==> config.mk <==
export PLATFORM = sky130hd
export DESIGN_NAME = sse_ctrl
export DESIGN_NICKNAME = d
export VERILOG_FILES = /design/src/design/sse_pkg.sv /design/src/design/sse_ctrl.sv
export SDC_FILE = /design/constraint.sdc
export NUM_CORES = 1
export LEC_CHECK = 0
export BUFFER_PORTS_ARGS = -buffer_cell sky130_fd_sc_hd__buf_2
export CAP_MARGIN = 20
export CORE_MARGIN = 5
export CORE_UTILIZATION = 40
export CTS_CLUSTER_DIAMETER = 200
export DETAILED_ROUTE_END_ITERATION = 10
export PLACE_DENSITY_LB_ADDON = 0.2
export SYNTH_ARGS = -nofsm -noshare
export SYNTH_HDL_FRONTEND = slang
export SYNTH_SLANG_ARGS = --single-unit
==> constraint.sdc <==
create_clock -name clk -period 1.6 [get_ports clk]
set_input_delay 0.32 -clock clk [delete_from_list [all_inputs] [get_ports clk]]
set_output_delay 0.32 -clock clk [all_outputs]
set_load 0.005 [all_outputs]
==> src/design/sse_pkg.sv <==
package sse_pkg;

  localparam int NUM_SETS_DEF     = 16;
  localparam int SEMS_PER_SET_DEF = 16;
  localparam int MAX_RESULTS      = 16;
  localparam int IDENT_W          = 31;

  typedef enum logic [2:0] {
    ACT_GET        = 3'd0,
    ACT_OPERATE    = 3'd1,
    ACT_REMOVE     = 3'd2,
    ACT_READ_VAL   = 3'd3,
    ACT_WRITE_VAL  = 3'd4,
    ACT_READ_OWNER = 3'd5,
    ACT_READ_ALL   = 3'd6,
    ACT_STAT       = 3'd7
  } action_t;

  typedef enum logic [1:0] {
    ST_OK      = 2'd0,
    ST_ERROR   = 2'd1,
    ST_BLOCKED = 2'd2
  } status_t;

  typedef enum logic [2:0] {
    RES_ERROR,
    RES_GET,
    RES_REMOVE,
    RES_STAT,
    RES_OP,
    RES_ALL
  } res_t;

  typedef enum logic [3:0] {
    S_IDLE,
    S_CHECK,
    S_SCAN_RD,
    S_SCAN_CHK,
    S_DECIDE,
    S_CREATE,
    S_CLEAR,
    S_GET,
    S_ERROR,
    S_REMOVE,
    S_STAT,
    S_SEM_RD,
    S_SEM_OP,
    S_ALL_RD,
    S_ALL_OUT
  } state_t;

  typedef struct packed {
    logic signed [31:0]  key;
    logic [7:0]          count;
    logic [IDENT_W-1:0]  ident;
  } slot_rec_t;

  typedef struct packed {
    logic signed [31:0] value;
    logic [15:0]        owner;
  } sem_rec_t;

  typedef struct packed {
    logic load;
    logic scan_clr;
    logic scan_rd;
    logic scan_chk;
    logic make;
    logic cnt_clr;
    logic clr_wr;
    logic sem_rd;
    logic all_rd;
    logic emit;
    res_t res;
  } ctl_cmd_t;

  typedef struct packed {
    action_t act;
    logic    bad_cnt;
    logic    scan_done;
    logic    found;
    logic    free;
    logic    create;
    logic    mismatch;
    logic    idx_bad;
    logic    out_free;
    logic    clr_done;
    logic    all_last;
  } ctl_stat_t;

endpackage

==> src/design/sse_ctrl.sv <==
module sse_ctrl (
  input  logic                clk,
  input  logic                rst_n,
  input  logic                in_valid,
  output logic                in_stall,
  input  sse_pkg::ctl_stat_t  stat,
  output sse_pkg::ctl_cmd_t   cmd
);

  sse_pkg::state_t state_r, state_nxt;

  always_ff @(posedge clk) begin
    if (!rst_n) begin
      state_r <= sse_pkg::S_IDLE;
    end else begin
      state_r <= state_nxt;
    end
  end

  // next state
  always_comb begin
    state_nxt = state_r;
    unique case (state_r)
      sse_pkg::S_IDLE: begin
        if (in_valid) state_nxt = sse_pkg::S_CHECK;
      end
      sse_pkg::S_CHECK: begin
        if (stat.act == sse_pkg::ACT_GET && stat.bad_cnt) state_nxt = sse_pkg::S_ERROR;
        else state_nxt = sse_pkg::S_SCAN_RD;
      end
      sse_pkg::S_SCAN_RD:  state_nxt = sse_pkg::S_SCAN_CHK;
      sse_pkg::S_SCAN_CHK: begin
        state_nxt = stat.scan_done ? sse_pkg::S_DECIDE : sse_pkg::S_SCAN_RD;
      end
      sse_pkg::S_DECIDE: begin
        if (stat.act == sse_pkg::ACT_GET) begin
          if (stat.found) state_nxt = stat.mismatch ? sse_pkg::S_ERROR : sse_pkg::S_GET;
          else if (stat.create && stat.free) state_nxt = sse_pkg::S_CREATE;
          else state_nxt = sse_pkg::S_ERROR;
        end else if (!stat.found) begin
          state_nxt = sse_pkg::S_ERROR;
        end else begin
          case (stat.act)
            sse_pkg::ACT_REMOVE:   state_nxt = sse_pkg::S_REMOVE;
            sse_pkg::ACT_READ_ALL: state_nxt = sse_pkg::S_ALL_RD;
            sse_pkg::ACT_STAT:     state_nxt = sse_pkg::S_STAT;
            default:               state_nxt = stat.idx_bad ? sse_pkg::S_ERROR
                                                            : sse_pkg::S_SEM_RD;
          endcase
        end
      end
      sse_pkg::S_CREATE: state_nxt = sse_pkg::S_CLEAR;
      sse_pkg::S_CLEAR: begin
        if (stat.clr_done) state_nxt = sse_pkg::S_GET;
      end
      sse_pkg::S_SEM_RD: state_nxt = sse_pkg::S_SEM_OP;
      sse_pkg::S_ALL_RD: state_nxt = sse_pkg::S_ALL_OUT;
      sse_pkg::S_ALL_OUT: begin
        if (stat.out_free) state_nxt = stat.all_last ? sse_pkg::S_IDLE : sse_pkg::S_ALL_RD;
      end
      sse_pkg::S_GET, sse_pkg::S_ERROR, sse_pkg::S_REMOVE, sse_pkg::S_STAT,
      sse_pkg::S_SEM_OP: begin
        if (stat.out_free) state_nxt = sse_pkg::S_IDLE;
      end
      default: state_nxt = sse_pkg::S_IDLE;
    endcase
  end

  // outputs
  always_comb begin
    cmd = '0;
    cmd.res = sse_pkg::RES_ERROR;
    in_stall = (state_r != sse_pkg::S_IDLE);
    unique case (state_r)
      sse_pkg::S_IDLE:     cmd.load = in_valid;
      sse_pkg::S_CHECK:    cmd.scan_clr = 1'b1;
      sse_pkg::S_SCAN_RD:  cmd.scan_rd = 1'b1;
      sse_pkg::S_SCAN_CHK: cmd.scan_chk = 1'b1;
      sse_pkg::S_DECIDE:   cmd.cnt_clr = 1'b1;
      sse_pkg::S_CREATE:   cmd.make = 1'b1;
      sse_pkg::S_CLEAR:    cmd.clr_wr = 1'b1;
      sse_pkg::S_SEM_RD:   cmd.sem_rd = 1'b1;
      sse_pkg::S_ALL_RD:   cmd.all_rd = 1'b1;
      sse_pkg::S_GET: begin
        cmd.emit = stat.out_free;
        cmd.res  = sse_pkg::RES_GET;
      end
      sse_pkg::S_ERROR: begin
        cmd.emit = stat.out_free;
        cmd.res  = sse_pkg::RES_ERROR;
      end
      sse_pkg::S_REMOVE: begin
        cmd.emit = stat.out_free;
        cmd.res  = sse_pkg::RES_REMOVE;
      end
      sse_pkg::S_STAT: begin
        cmd.emit = stat.out_free;
        cmd.res  = sse_pkg::RES_STAT;
      end
      sse_pkg::S_SEM_OP: begin
        cmd.emit = stat.out_free;
        cmd.res  = sse_pkg::RES_OP;
      end
      sse_pkg::S_ALL_OUT: begin
        cmd.emit = stat.out_free;
        cmd.res  = sse_pkg::RES_ALL;
      end
      default: cmd.load = 1'b0;
    endcase
  end

endmodule

==> results.txt, run 1 <==
The run finished with clean final reports. The largest registers in the layout are state_r x4. The worst slack on hold paths is 0.383 ns, and the pre-CTS setup slack is 0.0944 ns. Synthesis produced a netlist with a net count of 110. The residual antenna-violating net count after detailed routing was 0; the compound-gate portion of the synthesized area was 36.4%.

The worst hold path was traced through 3 stages. The fraction of layout cells with a size suffix above 1 was 41.9%; the xor/xnor cell area share of the yosys netlist was 1.50%. The synthesized design contains 4 register bits.

The analysis attributes to net switching a power of 0.000223 W. The antenna diode count is 0. For the total negative setup slack, the log shows 0 ns. Dividing the final minimum period by the clock period gives 96.5%.

The tools report the via count as 817. The endpoint required time on the critical path was 1.28 ns; the share of synthesized flip-flops with an asynchronous set or reset was 0%. The global-route wire length before repair is 3.00 mm. The dominant combinational cell family by area after synthesis was simple AND/OR/NAND/NOR gates. At the end of routability-driven placement, the weighted congestion stood at 0.886. The starting DRC count in detailed routing is 29. The finished cells cover 832 sq um. The tightest min-delay check is of the in -> reg type. The initialized floorplan defines 13 standard-cell rows.

The worst setup path is captured at a primary output. For this block, wires on met1 add up to 824 microns. The maximum fanout count along the critical path is 7, and the Yosys warning count is 0. The detail-routed via count per cell was 5.67; the post-layout net count was 147. The average instance in the mapped netlist occupies 6.22 sq um. The leakage power figure came out at 0.388 nW. The number of clock buffers added by TritonCTS is 3.

After Yosys synthesis, and, or, nand and nor cells account for 37.9% of the synthesized area. In this run switching power makes up 40.0% of total power. The reg-to-reg setup timing slack was 0.23 ns. The adder-cell share of the synthesized area came out at 0%.

The tool flagged a number of max-cap violations equal to 0. The clock latency reported for the late side of the worst-skew pair came out at 0.25 ns. The estimated wirelength of the detail-placed design is 1.43 mm. The synthesized design contains 0 enable-type register cells.

The initial antenna violation count is 0, and the number of flip-flops in the largest register is 4. The pin slew with the least headroom to its limit works out to 0.298 ns. The number of global-route vias before repair came out at 709. The die is 48.2 microns wide.

In this run, flip-flops and latches consume 26.4% of the power. The count of final hold-check violations is 0. The worst setup path is launched from a flop. For this configuration, the core starts out at a cell density of 43.8%.

The end-of-flow core utilization is 62.4%, and the height of the die is 48.2 microns. Summing the sequential cell areas from Yosys gives 13.7% of the chip area. The count of distinct cell types in the synthesized netlist is 33, and the worst clock skew on the final layout is 0.00842 ns. The critical path class is reg -> out. The all-layer global routing usage is 18.0%. Headroom to the max-slew limit came out at 80.0%.

The total met2 wirelength after detailed routing came out at 954 microns. Clock transition time at the flip-flop clock pins of the worst setup and hold paths: 0.03 ns. The run gives 0 as the overflow left after global routing. In this run the power density over the cells is 670 nW/um^2. Max-slew violation total from the final report: 0.

Port buffering added 29 buffers. In the synthesized netlist the dominant register cell turns out to be dfxtp_1. In the final routed layout, each cell accounts on average for 13.4 microns.

The combinational share of power is 49.7%, and the depth of the CTS H-tree is 1. The clock network fraction of total power was 23.9%. The clock drives 4 sinks. Once placement finished, the instance area stood at 769 sq um. For the timing-limited maximum frequency, the log shows 648 MHz. Setup repair after global routing could not meet its margin everywhere. For this block, the routed nets add up to 1.93 mm of wire. The core region is 1330 sq um.

The run gives 12 as the largest net degree at the start of global routing. Routed signal wires occupy layers up through met3. The total die area was 2330 sq um. TritonCTS built the clock tree.

The first TritonRoute pass finished after 4 iterations. The top-level I/O count was 30; the slack of the critical path was 0.0565 ns. The worst register-to-register path has a depth of 6. Register bank with the most flops: state_r. The cell area after technology mapping is 584 sq um, and the arrival time of the worst setup path is 1.22 ns. After detailed routing, the met3 layer carries 149 microns of wire. The mux cell area share after synthesis is 0%.

The final critical path time including I/O delays and setup was 1.54 ns; the peak supply drop was 0.000600 V. Clock tree synthesis selected as its root buffer the cell clkbuf_4. The design internal power is 0.000334 W. The logs give 0 for the final-report setup violation count and 94 for the synthesized instance count. The buffer levels on the longest clock path came out at 2.

In the routed design, unresolved DRC markers number 0. The layout overhead on the synthesized area is 42.4%.
-- cells in the mapped netlist, types with 4 or more instances --
library cell  number  area share, %
dfxtp_1            4             14
nand2b_1           4            4.3
a21oi_1            6            5.1
nor2_1            12            7.7
o22ai_1            4            4.3
nand2_1            9            5.8
buf_2              4            3.4
o21ai_0            5            4.3
nor3_1             7            6.0
nand3_1            5            4.3
inv_1              5            3.2
-- routing by layer --
| layer | global-route usage, % | vias up |
|---|---|---|
| met5 | 0 | - |
| met3 | 4.43 | 0 |
| met2 | 29.4 | 28 |
| met1 | 23.5 | 373 |
| li1 | - | 416 |
| met4 | 4.30 | 0 |
-- final cells by class --
cell class	count	area, sq um
Fill cell	136	502
Inverter	6	22.5
Timing Repair Buffer	38	213
Sequential cell	4	86.3
Multi-Input combinational cell	78	469
Clock buffer	3	22.5
Tap cell	15	18.8
-- metrics by stage --
step / power [W] / cells
final: 0.000557 / 144
after detailed placement: 0.000401 / 140
after global placement: 0.000397 / 140
after floorplan: 0.000303 / 94
after CTS: 0.000539 / 143
after global routing: 0.000600 / 144
-- cell families after synthesis --
| group | after synthesis |
|---|---|
| xor gates and xnor gates | 1 |
| DFF | 4 |
| buffers and inverters | 12 |
| and+or+nand+nor | 45 |
| AOI/OAI and AO/OA | 32 |
-- power groups by stage --
stage | sequential [W] | clock [W] | combinational (W)
4_1_cts | 0.000142 | 0.000129 | 0.000267
2_1_floorplan | 0.000125 | 0 | 0.000178
3_3_place_gp | 0.000141 | 0 | 0.000257
6_report | 0.000147 | 0.000133 | 0.000277
3_5_place_dp | 0.000139 | 0 | 0.000262
5_1_grt | 0.000151 | 0.000142 | 0.000308
-- cells in the final DEF, fill, tap and decap left out, types with 2 or more instances in the layout --
cell      instances
buf_2            29
nor2_1           12
buf_4             9
nand2_1           8
nor3_1            6
a21oi_1           6
inv_1             5
nand3_1           5
o21ai_0           5
o22ai_1           4
nor2b_1           3
a31oi_1           3
o21ai_1           3
clkbuf_4          3
nand2b_2          2
nor3_2            2
dfxtp_2           2
-- path summary, 6_finish.rpt --
| path | start | to |
|---|---|---|
| worst min-delay path | rst_n | state_r[0] |
| worst max register to register | state_r[1] | state_r[2] |
| worst min register to register | state_r[3] | state_r[3] |
| worst max-delay path | state_r[3] | cmd[3] |
-- timing repair --
item	in CTS	in global routing
setup endpoints to repair	3	3
buffers inserted	0	1
hold buffers	0	0
gates resized for setup	5	6
pin swaps	0	2
-- worst max-delay path, stage by stage, from the launching register on --
cell and delay, ns:
dfxtp_2 0.38, nand2b_2 0.19, a2bb2oi_1 0.22, nor2b_1 0.06
buf_2 0.12
Power figures use the tool's default switching activity.
==> inputs of run 2 (changes only) <==
Settings changed: PLACE_DENSITY from default to 0.72, PLACE_DENSITY_LB_ADDON 0.2 to default.
==> run 2 against run 1 <==
Clock power is 4% lower; highest routed layer is now met4; wire length is 3.0% higher; largest power group unchanged; count of clock-buffer cells in the layout stayed put; setup slack worse by 0.0045 ns.
==> results.txt, run 2 (synthesized netlist as in run 1, its figures left out) <==
Setup repair after global routing could not meet its margin everywhere. The run finished with clean final reports. The tools report the reg-to-reg setup timing slack as 0.19 ns (was 0.23 ns).

The layout overhead on the synthesized area is 45.2% (was 42.4%). The count of cells along the worst hold path came out at 3 (unchanged). The tools report the sink of the worst hold path as state_r[0] (unchanged).

Count of filler cells inserted in the layout: 127 (was 136). The via count was 866 (was 817). The clock latency reported for the late side of the worst-skew pair is 0.24 ns (was 0.25 ns), and the pin slew with the least headroom to its limit is 0.276 ns (was 0.298 ns). Most used cells in the layout excluding fill and tap cells: buf_2, nor2_1, buf_4, nand2_1 (unchanged).

The final critical path time including I/O delays and setup was 1.55 ns (was 1.54 ns); the max-slew violation total from the final report was 0 (unchanged). The cell with the largest stage delay on the worst path is dfxtp_2 (unchanged). The logs give 2330 sq um (unchanged) for the total die area and 1.54 mm (was 1.43 mm) for the estimated wirelength of the detail-placed design.

Biggest regs: state_r x4 (unchanged). The logic depth of the worst register-to-register path was 6 (unchanged); the all-layer global routing usage was 18.8% (was 18.0%). For the arrival time of the worst setup path, the log shows 1.23 ns (was 1.22 ns). The endpoint kind of the worst setup timing path is a primary output (unchanged).

The buffer levels on the longest clock path is 2 (unchanged). The depth of the CTS H-tree is 1 (unchanged), and the final-report setup violation count is 0 (unchanged). Maximum fanout count along the critical path: 8 (was 7). The starting DRC count in detailed routing came out at 24 (was 29). Detail-routed via count per cell: 5.97 (was 5.67). Critical path cell sequence: buf_4 -> nand2_2 -> a2bb2oi_2 -> nor2b_1 -> buf_2 (was nand2b_2 -> a2bb2oi_1 -> nor2b_1 -> buf_2). The critical path launch point type was a flop (unchanged). The power density over the cells was 663 nW/um^2 (was 670 nW/um^2). The worst hold-check path type is in -> reg (unchanged). The relative slew slack was 81.4% (was 80.0%). The tools report the cell at the root of the clock tree as clkbuf_4 (unchanged). The worst slack on hold paths is 0.376 ns (was 0.383 ns).

Launching point of the worst reg2reg path: state_r[2] (was state_r[1]). The biggest cell delay along the critical path is 0.36 ns (was 0.38 ns). The endpoint required time on the critical path is 1.28 ns (about the same), and the top-level I/O count is 30 (unchanged).

The leakage power figure is 0.389 nW (was 0.388 nW), and the pre-CTS setup slack is 0.0737 ns (was 0.0944 ns). The most common library cell in the layout ignoring fill and taps is buf_2 (unchanged). Register bank with the most flops: state_r (unchanged).

The count of unresolved DRC violations after routing was 0 (unchanged). The clock transition time at the flip-flop clock pins of the worst setup and hold paths came out at 0.04 ns (was 0.03 ns). The routed wirelength normalized by instance count is 13.7 microns (was 13.4 microns).

The starting utilization of the core area was 43.8% (unchanged); the post-detailed-routing wire length was 1.99 mm (was 1.93 mm). For the non-filler instance count after layout, the log shows 145 (was 144). The timing-limited maximum frequency was 646 MHz (was 648 MHz). The count of buffers inserted at the top-level ports is 29 (unchanged). The run gives 0.0520 ns (was 0.0565 ns) as the slack of the critical path. The run gives 0.853 (was 0.886) as the routability congestion estimate from global placement. The number of clock sinks is 4 (unchanged), and the number of buffers created by CTS is 3 (unchanged).

The number of violations of the max-capacitance limit is 0 (unchanged), and the horizontal die dimension is 48.2 microns (unchanged). The residual antenna-violating net count after detailed routing was 0 (unchanged). The number of placed instances, taps included was 141 (was 140); the total power of the final layout was 0.000562 W (was 0.000557 W).

The antenna diode count was 0 (unchanged); the area taken by multi-input logic gates was 477 sq um (was 469 sq um). The height of the die is 48.2 microns (unchanged). The number of global-route vias before repair came out at 688 (was 709). Core region area: 1330 sq um (unchanged).

The global-route wire length before repair is 3.10 mm (was 3.00 mm). The run gives 13 (unchanged) as the site row count. The register area came out at 87.6 sq um (was 86.3 sq um).

Top cell family by delay on the critical path: flip-flops (unchanged). The hold path startpoint was rst_n (unchanged). The number of buffers and inverters on the critical path was 2 (was 1); the count of final hold-check violations was 0 (unchanged). For the worst clock skew on the final layout, the log shows 0.000273 ns (was 0.00842 ns).

Reg-to-reg critical path endpoint: state_r[2] (unchanged). For the post-layout net count, the log shows 148 (was 147). The tools report the overflow left after global routing as 0 (unchanged). The initial antenna violation count is 0 (unchanged), and the period utilization is 96.7% (was 96.5%). The fraction of layout cells with a size suffix above 1 was 44.6% (was 41.9%). The critical path class was reg -> out (unchanged).

TritonCTS built the clock tree. Largest net degree at the start of global routing: 11 (was 12). The detailed-router iteration count before antenna repair is 4 (unchanged), and the peak supply drop is 0.000464 V (was 0.000600 V). The number of flip-flops in the largest register was 4 (unchanged).
-- run 2: changes by cell type in the layout (fill, tap and decap cells not counted), sizes merged --
cell  change
buf       +1
-- run 2: how the worst max path moves through the flow --
stage / from / to / depth (start not counted)
after global routing: state_r[0] / cmd[3] / 5
after floorplan: stat[11] / state_r[1] / 6
after CTS: state_r[0] / cmd[3] / 5
after detailed placement: state_r[2] / state_r[1] / 5
final: state_r[0] / cmd[3] / 5
after global placement: state_r[2] / state_r[1] / 5
-- run 2: what timing repair did --
item | in CTS | in global routing
hold buffers | 0 | 0
endpoints found under the setup margin | 8 | 3
resized for setup | 8 | 6
pin swaps | 0 | 1
setup buffers | 0 | 1
-- run 2: area by class of cell --
type / count / share of cell area (%)
Multi-Input combinational cell: 78 / 56.2
Tap cell: 15 / 2.21
Timing Repair Buffer: 39 / 26.0
Sequential cell: 4 / 10.3
Clock buffer: 3 / 2.65
Inverter: 6 / 2.65
-- run 2: worst register-to-register path, cell delays in order (launching register included) --
cell and delay (ns):
dfxtp_2 0.43, buf_4 0.17, nor3_1 0.05, a31oi_1 0.25, nor2_1 0.07, o21ai_1 0.20, o22ai_1 0.11
-- run 2: power breakdown --
group,leakage (nW),total (W),switching (W),internal [W]
clock network,0.0138,0.000128,0.0000437,0.0000840
registers,0.0346,0.000140,0.0000247,0.000115
logic,0.340,0.000295,0.000155,0.000140
-- run 2: metrics by stage --
step	area, sq um	util, %	TNS [ns]
5_1_grt	848	63.6	-0.0208
3_3_place_gp	777	58.3	0
3_5_place_dp	777	58.3	0
4_1_cts	823	61.7	0
2_1_floorplan	584	-	0
6_report	848	63.6	0
-- run 2: routing by layer --
layer  part of all wire [%]  vias up  global-route usage [%]
met5                      0        -                       0
met4                    2.5        0                    6.45
met3                    8.1        9                    2.21
met2                     49       42                    31.3
met1                     40      397                    24.9
li1                       -      418                       -
